[config.mk]
export PLATFORM = sky130hd
export DESIGN_NAME = texture_matrix_layout_remap_core
export DESIGN_NICKNAME = d
export VERILOG_FILES = /design/src/rtl/tmlr_pkg.sv /design/src/rtl/tmlr_store.sv /design/src/rtl/tmlr_seq.sv /design/src/rtl/texture_matrix_layout_remap_core.sv
export SDC_FILE = /design/constraint.sdc
export NUM_CORES = 2
export LEC_CHECK = 0
export BUFFER_PORTS_ARGS = -buffer_cell sky130_fd_sc_hd__buf_2
export CAP_MARGIN = 10
export CELL_PAD_IN_SITES_DETAIL_PLACEMENT = 0
export CELL_PAD_IN_SITES_GLOBAL_PLACEMENT = 1
export CORE_MARGIN = 5
export CORE_UTILIZATION = 55
export CTS_CLUSTER_DIAMETER = 120
export DETAILED_ROUTE_END_ITERATION = 12
export PLACE_DENSITY = 0.83
export SKIP_CTS_REPAIR_TIMING = 1
export SLEW_MARGIN = 30
export SYNTH_ARGS = -nofsm -noshare
export SYNTH_HDL_FRONTEND = slang
export SYNTH_SLANG_ARGS = --single-unit
[constraint.sdc]
create_clock -name clk -period 11.2 [get_ports clk]
set_clock_uncertainty 0.2 [all_clocks]
set_input_delay 0.56 -clock clk [delete_from_list [all_inputs] [get_ports clk]]
set_output_delay 0.56 -clock clk [all_outputs]
set_load 0.005 [all_outputs]
[src/rtl/tmlr_pkg.sv]
`timescale 1ns / 1ps
`default_nettype none
package tmlr_pkg;

	localparam logic CMD_LOAD    = 1'b0;
	localparam logic CMD_RESOLVE = 1'b1;

	localparam logic [31:0] BYPASS_MASK = 32'h0000_0012;
	localparam logic [31:0] ONE_BITS    = 32'h3F80_0000;

	localparam logic [15:0] KEY_L0 = 16'h0220;
	localparam logic [15:0] KEY_L1 = 16'h0230;
	localparam logic [15:0] KEY_L2 = 16'h0231;
	localparam logic [15:0] KEY_L3 = 16'h0241;
	localparam logic [15:0] KEY_L4 = 16'h0320;
	localparam logic [15:0] KEY_L5 = 16'h0330;
	localparam logic [15:0] KEY_L6 = 16'h0331;

	localparam logic [3:0] CASE_NONE = 4'd8;

	// source codes in the layout table: 0..15 pick a word, then zero and one
	localparam logic [4:0] SRC_ZERO = 5'd16;
	localparam logic [4:0] SRC_ONE  = 5'd17;

	localparam logic [4:0] LAYOUT_TBL [0:7][0:15] = '{
		'{5'd0, 5'd4, 5'd16, 5'd8,  5'd1, 5'd5, 5'd16, 5'd9,
		  5'd16, 5'd16, 5'd16, 5'd16, 5'd16, 5'd16, 5'd16, 5'd17},
		'{5'd0, 5'd4, 5'd16, 5'd8,  5'd1, 5'd5, 5'd16, 5'd9,
		  5'd2, 5'd6, 5'd16, 5'd10, 5'd16, 5'd16, 5'd16, 5'd17},
		'{5'd0, 5'd4, 5'd16, 5'd8,  5'd1, 5'd5, 5'd16, 5'd9,
		  5'd16, 5'd16, 5'd16, 5'd16, 5'd2, 5'd6, 5'd16, 5'd10},
		'{5'd0, 5'd4, 5'd16, 5'd8,  5'd1, 5'd5, 5'd16, 5'd9,
		  5'd2, 5'd6, 5'd16, 5'd10, 5'd3, 5'd7, 5'd16, 5'd11},
		'{5'd0, 5'd4, 5'd8, 5'd12,  5'd1, 5'd5, 5'd9, 5'd13,
		  5'd16, 5'd16, 5'd16, 5'd16, 5'd16, 5'd16, 5'd16, 5'd17},
		'{5'd0, 5'd4, 5'd8, 5'd12,  5'd1, 5'd5, 5'd9, 5'd13,
		  5'd2, 5'd6, 5'd10, 5'd14, 5'd16, 5'd16, 5'd16, 5'd17},
		'{5'd0, 5'd4, 5'd8, 5'd12,  5'd1, 5'd5, 5'd9, 5'd13,
		  5'd16, 5'd16, 5'd16, 5'd16, 5'd2, 5'd6, 5'd10, 5'd14},
		'{5'd0, 5'd4, 5'd8, 5'd12,  5'd1, 5'd5, 5'd9, 5'd13,
		  5'd2, 5'd6, 5'd10, 5'd14, 5'd3, 5'd7, 5'd11, 5'd15}
	};

	typedef enum logic [1:0] {
		ST_BYPASS     = 2'd0,
		ST_DISABLED   = 2'd1,
		ST_WRITTEN    = 2'd2,
		ST_UNRESOLVED = 2'd3
	} status_t;

	typedef struct packed {
		logic        cmd;
		logic [1:0]  stage;
		logic [3:0]  word_index;
		logic [31:0] word_value;
		logic [31:0] transform_flags;
		logic [31:0] coord_index;
	} req_beat_t;

	typedef struct packed {
		status_t     status;
		logic [15:0] layout_key;
		logic [3:0]  layout_case;
		logic [3:0]  out_index;
		logic [31:0] out_value;
		logic        last;
	} rsp_beat_t;

	// request handed from the front end to the word sequencer
	typedef struct packed {
		logic        start;
		logic        single;
		status_t     status;
		logic [15:0] key;
		logic [3:0]  lcase;
		logic [1:0]  stage;
		logic        stage_ok;
	} job_t;

endpackage
`default_nettype wire

[src/rtl/tmlr_store.sv]
`timescale 1ns / 1ps
`default_nettype none
module tmlr_store #(
	parameter int DEPTH = 64,
	parameter int AW    = 6
) (
	input  wire logic          clk,
	input  wire logic          wr_en,
	input  wire logic [AW-1:0] wr_addr,
	input  wire logic [31:0]   wr_data,
	input  wire logic          rd_en,
	input  wire logic [AW-1:0] rd_addr,
	output logic      [31:0]   rd_data
);

	logic [31:0] mem_q [DEPTH];

	always_ff @(posedge clk) begin
		if (wr_en) begin
			mem_q[wr_addr] <= wr_data;
		end
	end

	// read data holds while no read is issued
	always_ff @(posedge clk) begin
		if (rd_en) begin
			rd_data <= mem_q[rd_addr];
		end
	end

endmodule
`default_nettype wire

[src/rtl/tmlr_seq.sv]
`timescale 1ns / 1ps
`default_nettype none
module tmlr_seq #(
	parameter int AW = 6
) (
	input  wire logic              clk,
	input  wire logic              arst_n,
	input  wire tmlr_pkg::job_t    job,
	output logic                   busy,
	output logic                   rd_en,
	output logic      [AW-1:0]     rd_addr,
	input  wire logic [31:0]       rd_data,
	output logic                   rsp_valid,
	input  wire logic              rsp_stall,
	output tmlr_pkg::rsp_beat_t    rsp
);

	logic                run_q;
	logic [3:0]          cnt_q;
	logic                single_q;
	tmlr_pkg::status_t   status_q;
	logic [15:0]         key_q;
	logic [3:0]          case_q;
	logic [1:0]          stage_q;
	logic                stage_ok_q;

	logic                v_s1;
	logic [3:0]          idx_s1;
	logic [4:0]          src_s1;
	logic                last_s1;

	logic                out_v_q;
	tmlr_pkg::rsp_beat_t out_q;

	logic                move;
	logic                issue;
	logic [4:0]          src;
	logic                issue_last;
	logic [31:0]         word;

	assign move       = v_s1 && (!out_v_q || !rsp_stall);
	assign issue      = run_q && (!v_s1 || move);
	assign src        = single_q ? tmlr_pkg::SRC_ZERO : tmlr_pkg::LAYOUT_TBL[case_q[2:0]][cnt_q];
	assign issue_last = single_q || (cnt_q == 4'd15);
	assign rd_en      = issue && !src[4] && stage_ok_q;
	assign rd_addr    = AW'({stage_q, src[3:0]});
	assign busy       = run_q || v_s1;

	always_comb begin
		case (src_s1)
			tmlr_pkg::SRC_ZERO: word = 32'd0;
			tmlr_pkg::SRC_ONE:  word = tmlr_pkg::ONE_BITS;
			default:            word = stage_ok_q ? rd_data : 32'd0;
		endcase
	end

	always_ff @(posedge clk or negedge arst_n) begin
		if (!arst_n) begin
			run_q   <= 1'b0;
			cnt_q   <= 4'd0;
			v_s1    <= 1'b0;
			out_v_q <= 1'b0;
		end else begin
			if (job.start) begin
				run_q <= 1'b1;
				cnt_q <= 4'd0;
			end else if (issue) begin
				cnt_q <= cnt_q + 4'd1;
				if (issue_last) begin
					run_q <= 1'b0;
				end
			end
			if (issue) begin
				v_s1 <= 1'b1;
			end else if (move) begin
				v_s1 <= 1'b0;
			end
			if (move) begin
				out_v_q <= 1'b1;
			end else if (!rsp_stall) begin
				out_v_q <= 1'b0;
			end
		end
	end

	always_ff @(posedge clk) begin
		if (job.start) begin
			single_q   <= job.single;
			status_q   <= job.status;
			key_q      <= job.key;
			case_q     <= job.lcase;
			stage_q    <= job.stage;
			stage_ok_q <= job.stage_ok;
		end
		if (issue) begin
			idx_s1  <= single_q ? 4'd0 : cnt_q;
			src_s1  <= src;
			last_s1 <= issue_last;
		end
		if (move) begin
			out_q.status      <= status_q;
			out_q.layout_key  <= key_q;
			out_q.layout_case <= case_q;
			out_q.out_index   <= idx_s1;
			out_q.out_value   <= word;
			out_q.last        <= last_s1;
		end
	end

	assign rsp_valid = out_v_q;
	assign rsp       = out_q;

endmodule
`default_nettype wire

[src/rtl/texture_matrix_layout_remap_core.sv]
`timescale 1ns / 1ps
`default_nettype none
// Texture matrix layout remap. A load beat (cmd 0) writes one word of a stage's
// 16-word source matrix and gives no result. A resolve beat (cmd 1) gives
// either one status beat (bypassed, disabled or unresolved key) or sixteen
// matrix beats, one per cycle while the output does not stall, as the single
// read port of the matrix store delivers one word a cycle. A resolve keeps the
// input stalled while its words are read, and longer while the output stalls;
// the next beat is taken once the last word has left the read stage, while
// that word may still wait in the output register. The store has no reset;
// reading a word that was never loaded gives an undefined value.
module texture_matrix_layout_remap_core #(
	parameter int STAGES = 4
) (
	input  wire logic                  clk,
	input  wire logic                  arst_n,
	input  wire logic                  req_valid,
	output logic                       req_stall,
	input  wire tmlr_pkg::req_beat_t   req,
	output logic                       rsp_valid,
	input  wire logic                  rsp_stall,
	output tmlr_pkg::rsp_beat_t        rsp,
	input  wire logic                  cfg_we,
	input  wire logic                  cfg_index,
	input  wire logic [31:0]           cfg_data
);

	localparam int DEPTH = STAGES * 16;
	localparam int AW    = $clog2(DEPTH);

	localparam logic CFG_SHADER_FLAGS = 1'b0;
	localparam logic CFG_COORD_SIZES  = 1'b1;

	logic [31:0]    shader_flags_q;
	logic [31:0]    coord_sizes_q;

	logic           accept;
	logic           busy;
	logic           stage_ok;
	logic [7:0]     size_byte;
	logic [7:0]     n;
	logic [11:0]    key_hi;
	logic [15:0]    key;
	logic [3:0]     lcase;
	tmlr_pkg::job_t job;

	logic           rd_en;
	logic [AW-1:0]  rd_addr;
	logic [31:0]    rd_data;

	always_ff @(posedge clk or negedge arst_n) begin
		if (!arst_n) begin
			shader_flags_q <= 32'd0;
			coord_sizes_q  <= 32'd0;
		end else if (cfg_we) begin
			unique case (cfg_index)
				CFG_SHADER_FLAGS: shader_flags_q <= cfg_data;
				CFG_COORD_SIZES:  coord_sizes_q  <= cfg_data;
				default:          ;
			endcase
		end
	end

	assign req_stall = busy;
	assign accept    = req_valid && !req_stall;
	assign stage_ok  = 32'(req.stage) < STAGES;

	always_comb begin
		case (req.coord_index[1:0])
			2'd0:    size_byte = coord_sizes_q[7:0];
			2'd1:    size_byte = coord_sizes_q[15:8];
			2'd2:    size_byte = coord_sizes_q[23:16];
			default: size_byte = coord_sizes_q[31:24];
		endcase
	end

	// texgen forces three components, an unset size counts as two
	assign n      = (|req.coord_index[31:16]) ? 8'd3
	              : ((size_byte == 8'd0) ? 8'd2 : size_byte);
	assign key_hi = {n, 4'd0} | {4'd0, req.transform_flags[7:0]};
	assign key    = {key_hi, 3'd0, req.transform_flags[8]};

	always_comb begin
		if (key > tmlr_pkg::KEY_L4) begin
			if (key == tmlr_pkg::KEY_L5)      lcase = 4'd5;
			else if (key == tmlr_pkg::KEY_L6) lcase = 4'd6;
			else                              lcase = 4'd7;
		end else if (key == tmlr_pkg::KEY_L4) lcase = 4'd4;
		else if (key == tmlr_pkg::KEY_L0)     lcase = 4'd0;
		else if (key == tmlr_pkg::KEY_L1)     lcase = 4'd1;
		else if (key == tmlr_pkg::KEY_L2)     lcase = 4'd2;
		else if (key == tmlr_pkg::KEY_L3)     lcase = 4'd3;
		else                                  lcase = tmlr_pkg::CASE_NONE;
	end

	always_comb begin
		job.start    = accept && (req.cmd == tmlr_pkg::CMD_RESOLVE);
		job.stage    = req.stage;
		job.stage_ok = stage_ok;
		if (|(shader_flags_q & tmlr_pkg::BYPASS_MASK)) begin
			job.single = 1'b1;
			job.status = tmlr_pkg::ST_BYPASS;
			job.key    = 16'd0;
			job.lcase  = 4'd0;
		end else if (req.transform_flags == 32'd0) begin
			job.single = 1'b1;
			job.status = tmlr_pkg::ST_DISABLED;
			job.key    = 16'd0;
			job.lcase  = 4'd0;
		end else if (lcase == tmlr_pkg::CASE_NONE) begin
			job.single = 1'b1;
			job.status = tmlr_pkg::ST_UNRESOLVED;
			job.key    = key;
			job.lcase  = lcase;
		end else begin
			job.single = 1'b0;
			job.status = tmlr_pkg::ST_WRITTEN;
			job.key    = key;
			job.lcase  = lcase;
		end
	end

	tmlr_store #(
		.DEPTH (DEPTH),
		.AW    (AW)
	) u_store (
		.clk     (clk),
		.wr_en   (accept && (req.cmd == tmlr_pkg::CMD_LOAD) && stage_ok),
		.wr_addr (AW'({req.stage, req.word_index})),
		.wr_data (req.word_value),
		.rd_en   (rd_en),
		.rd_addr (rd_addr),
		.rd_data (rd_data)
	);

	tmlr_seq #(
		.AW (AW)
	) u_seq (
		.clk       (clk),
		.arst_n    (arst_n),
		.job       (job),
		.busy      (busy),
		.rd_en     (rd_en),
		.rd_addr   (rd_addr),
		.rd_data   (rd_data),
		.rsp_valid (rsp_valid),
		.rsp_stall (rsp_stall),
		.rsp       (rsp)
	);

endmodule
`default_nettype wire

==> results.sh <==
export IMPL_outcome="finished clean"
export IMPL_synth_top_flop_cell="edfxtp_1"
export IMPL_die_w_um=402
export IMPL_drt_pass1_iter_count=6
export IMPL_r2r_slack_ns=5.54
export IMPL_wl_per_cell_um=30.6
export IMPL_fin_cells=7232
export IMPL_power_switching_uw=4420
export IMPL_synth_ff_latch_count=2209
export IMPL_tritoncts="built"
export IMPL_cts_htree_levels=4
export IMPL_hold_viol_final=0
export IMPL_io_pins=202
export IMPL_rsz0062_at_grt="false"
export IMPL_maxCapViolations=0
export IMPL_min_path_type="input port to flip-flop"
export IMPL_worstPathArrival_ns=6.02
export IMPL_cp_required_ns=11.56
export IMPL_place_inst=6786
export IMPL_max_freq_mhz=177
export IMPL_clock_sinks=2209
export IMPL_die_h_um=402
export IMPL_antenna_left=0
export IMPL_gr_total_overflow=0
export IMPL_gp_congestion=0.847
export IMPL_post_route_period_util_pct=50.5
export IMPL_cts_root_buf="clkbuf_16"
export IMPL_portBuffers=184
export IMPL_ys_types=63
export IMPL_ir_drop_v=0.000166
export IMPL_cts_buffers=209
export IMPL_async_reset_ff_share_pct=1.86
export IMPL_final_nets=5156
export IMPL_grt_busiest_layer="met2"
export IMPL_dp_hpwl_mm=112
export IMPL_yosysSeqAreaShare_pct=78.4
export IMPL_detail_route_wirelength_mm=221
export IMPL_swShare_pct=24.2
export IMPL_drcViolationCount=0
export IMPL_path_clk_slew_ns=0.06
export IMPL_grt_util_met1_pct=37.4
export IMPL_ys_warn_count=0
export IMPL_slew_headroom_pct=24.2
export IMPL_holdPathStages=4
export IMPL_finalSetupViolCount=0
export IMPL_synth_enable_flop_cells=2168
export IMPL_worst_slew_pin_slew_ns=1.13
export IMPL_multi_input_area_sq_um=17500
export IMPL_comb_power_share_pct=10.9
export IMPL_floorplan_die_area_sq_um=161000
export IMPL_p_leak_uw=0.0302
export IMPL_path_class="flip-flop to flip-flop"
export IMPL_yosysMostFrequentCell="edfxtp_1"
export IMPL_netlist_area_sq_um=84400
export IMPL_clkPwrFrac_pct=38.1
export IMPL_start_util_pct=55.4
export IMPL_slew_viol_final=0
export IMPL_tns_ns=0
export IMPL_r2r_end="u_store.rd_data[30]$_DFFE_PP_"
export IMPL_clkLatencyLatePin_ns=0.86
export IMPL_min_to="u_seq.key_q[9]$_SDFFCE_PP0P_"
export IMPL_start_kind="flip-flop"
export IMPL_vias=46200
export IMPL_area_delta_synth_final_pct=13.3
export IMPL_rr_worst_depth=10
export IMPL_grt_pass1_wl_mm=315
export IMPL_layout_drive_gt1_share_pct=19.6
export IMPL_grt_max_degree=166
export IMPL_synth_area_per_cell_sq_um=17.9
export IMPL_crit_path_max_fanout=105
export IMPL_drt_iter0_markers=6691
export IMPL_core_sq_um=152000
export IMPL_globalRouteTotalUtil_pct=27.0
export IMPL_crit_start="u_seq.cnt_q[3]$_DFFE_PN0P_"
export IMPL_use_met3_pct=7.33
export IMPL_yosys_top_cells_count="2168 x edfxtp_1, 728 x nand2_1, 344 x nand3_1"
export IMPL_nFillCells=10200
export IMPL_powerDensity_nw_per_um2=191
export IMPL_vias_per_cell=6.39
export IMPL_antenna_found_initial=16
export IMPL_rr_startpoint="u_seq.cnt_q[3]$_DFFE_PN0P_"
export IMPL_grt_pass1_vias=44900
export IMPL_synth_area_leaders="edfxtp_1 77%, mux4_2 6.9%, nand2_1 3.2%"
export IMPL_finalCriticalPeriod_ns=5.66
export IMPL_rows=143
export IMPL_met2_usage_pct=42.4
export IMPL_endpoint_kind="flip-flop"
export IMPL_seq_area_sq_um=66100
export IMPL_yosysTopAreaCell="edfxtp_1"
export IMPL_pwr_share_seq_pct=51.1
export IMPL_netlist_instances=4707
export IMPL_fin_hold_ws_ns=0.0327
export IMPL_p_int_uw=13800
export IMPL_hp_start="req[37]"
export IMPL_synth_top_area_share_pct=77.2
export IMPL_clock_path_buffers=3
[power by group through the flow]
stage	Clock (uW)	Combinational (uW)	Sequential (uW)
floorplan	0	1220	9480
global placement	0	1900	9500
detailed placement	0	1940	9500
CTS	7020	1960	9330
global route	7400	2110	9330
finish	6960	1980	9330
[kinds of logic (layout without fill, tap and decap cells)]
family                   after synthesis  in the layout  share of synthesized area (%)
multiplexers                         471            471                           9.46
adder cells (fa/ha/maj)                1              1                         0.0148
buffers and inverters                288            771                           1.67
AND/OR/NAND/NOR                     1411           1411                           7.50
XOR/XNOR                               6              6                         0.0623
flip-flops                          2209           2209                           78.4
AO/OA/AOI/OAI                        320            320                           2.90
other                                  1             13                        0.00445
[sequential cells by signal, summed over array words and instances, names as in the netlist]
register         flops
u_store.rd_data     32
u_seq.key_q         13
shader_flags_q       2
u_seq.last_s1        1
u_seq.case_q         4
u_seq.v_s1           1
coord_sizes_q       32
u_seq.status_q       2
u_seq.rsp_valid      1
u_seq.cnt_q          4
u_seq.stage_q        2
u_seq.idx_s1         4
u_seq.src_s1         5
u_store.mem_q     2048
u_seq.run_q          1
u_seq.rsp           56
u_seq.single_q       1
[layer usage]
metal,wire (um),vias to the layer above
li1,-,19300
met1,81100,23500
met2,104000,2980
met3,27400,425
met4,8370,8
met5,48,-
[worst max-delay path, cell delays in order (launching register included)]
cell	delay, ns
dfrtp_1	0.57
a21boi_1	0.49
a211o_4	0.61
clkinv_8	0.68
buf_4	0.58
buf_6	0.41
a21oi_1	0.22
a211oi_1	0.12
nor4_1	0.93
a31o_1	0.35
a211oi_2	0.11
[worst max path at each step]
stage	slack (ns)	end
final	5.54	u_store.rd_data[30]$_DFFE_PP_
after detailed placement	5.36	u_store.rd_data[20]$_DFFE_PP_
after floorplan	5.79	u_seq.rsp[0]$_DFFE_PP_
after global placement	5.23	u_store.rd_data[18]$_DFFE_PP_
after global routing	5.27	u_store.rd_data[17]$_DFFE_PP_
after CTS	5.32	u_store.rd_data[20]$_DFFE_PP_
[through the flow]
stage / util [%] / instance area (sq um) / worst slack [ns] / power (uW)
2_1_floorplan: - / 84400 / 5.79 / 10700
3_3_place_gp: 57.9 / 88200 / 5.23 / 11400
3_5_place_dp: 58.0 / 88300 / 5.36 / 11400
4_1_cts: 62.4 / 95000 / 5.32 / 18300
5_1_grt: 62.7 / 95500 / 5.27 / 18800
6_report: 62.8 / 95500 / 5.54 / 18300
[final cells by class]
| class | instances | share of cell area, % |
|---|---|---|
| Timing Repair Buffer | 364 | 2.62 |
| Inverter | 18 | 0.0969 |
| Antenna cell | 10 | 0.0262 |
| Clock buffer | 255 | 5.73 |
| Clock inverter | 134 | 1.33 |
| Multi-Input combinational cell | 2212 | 18.3 |
| Tap cell | 2030 | 2.66 |
| Sequential cell | 2209 | 69.2 |
[layout by cell type (no fill, tap or decap), types with 6 or more instances in the layout]
| cell type | count |
|---|---|
| edfxtp_1 | 2168 |
| nand2_1 | 728 |
| nand3_1 | 344 |
| mux4_2 | 257 |
| clkbuf_16 | 210 |
| mux2i_1 | 179 |
| a22oi_1 | 176 |
| buf_2 | 167 |
| buf_4 | 143 |
| nand4_1 | 92 |
| nor2_4 | 70 |
| a32oi_1 | 64 |
| clkinv_1 | 46 |
| dlygate4sd3_1 | 46 |
| clkinv_2 | 44 |
| dfrtp_1 | 41 |
| clkbuf_1 | 40 |
| and3_1 | 38 |
| mux2_2 | 34 |
| and2_1 | 31 |
| a21oi_1 | 30 |
| nor3_1 | 21 |
| nor2_1 | 20 |
| bufinv_16 | 18 |
| inv_1 | 16 |
| nor4_1 | 16 |
| nor3_2 | 12 |
| diode_2 | 10 |
| nand2b_1 | 8 |
| a211oi_1 | 8 |
| inv_6 | 7 |
| clkinv_8 | 6 |
| inv_16 | 6 |
| clkinvlp_4 | 6 |
(Power assumes the default switching activity.)
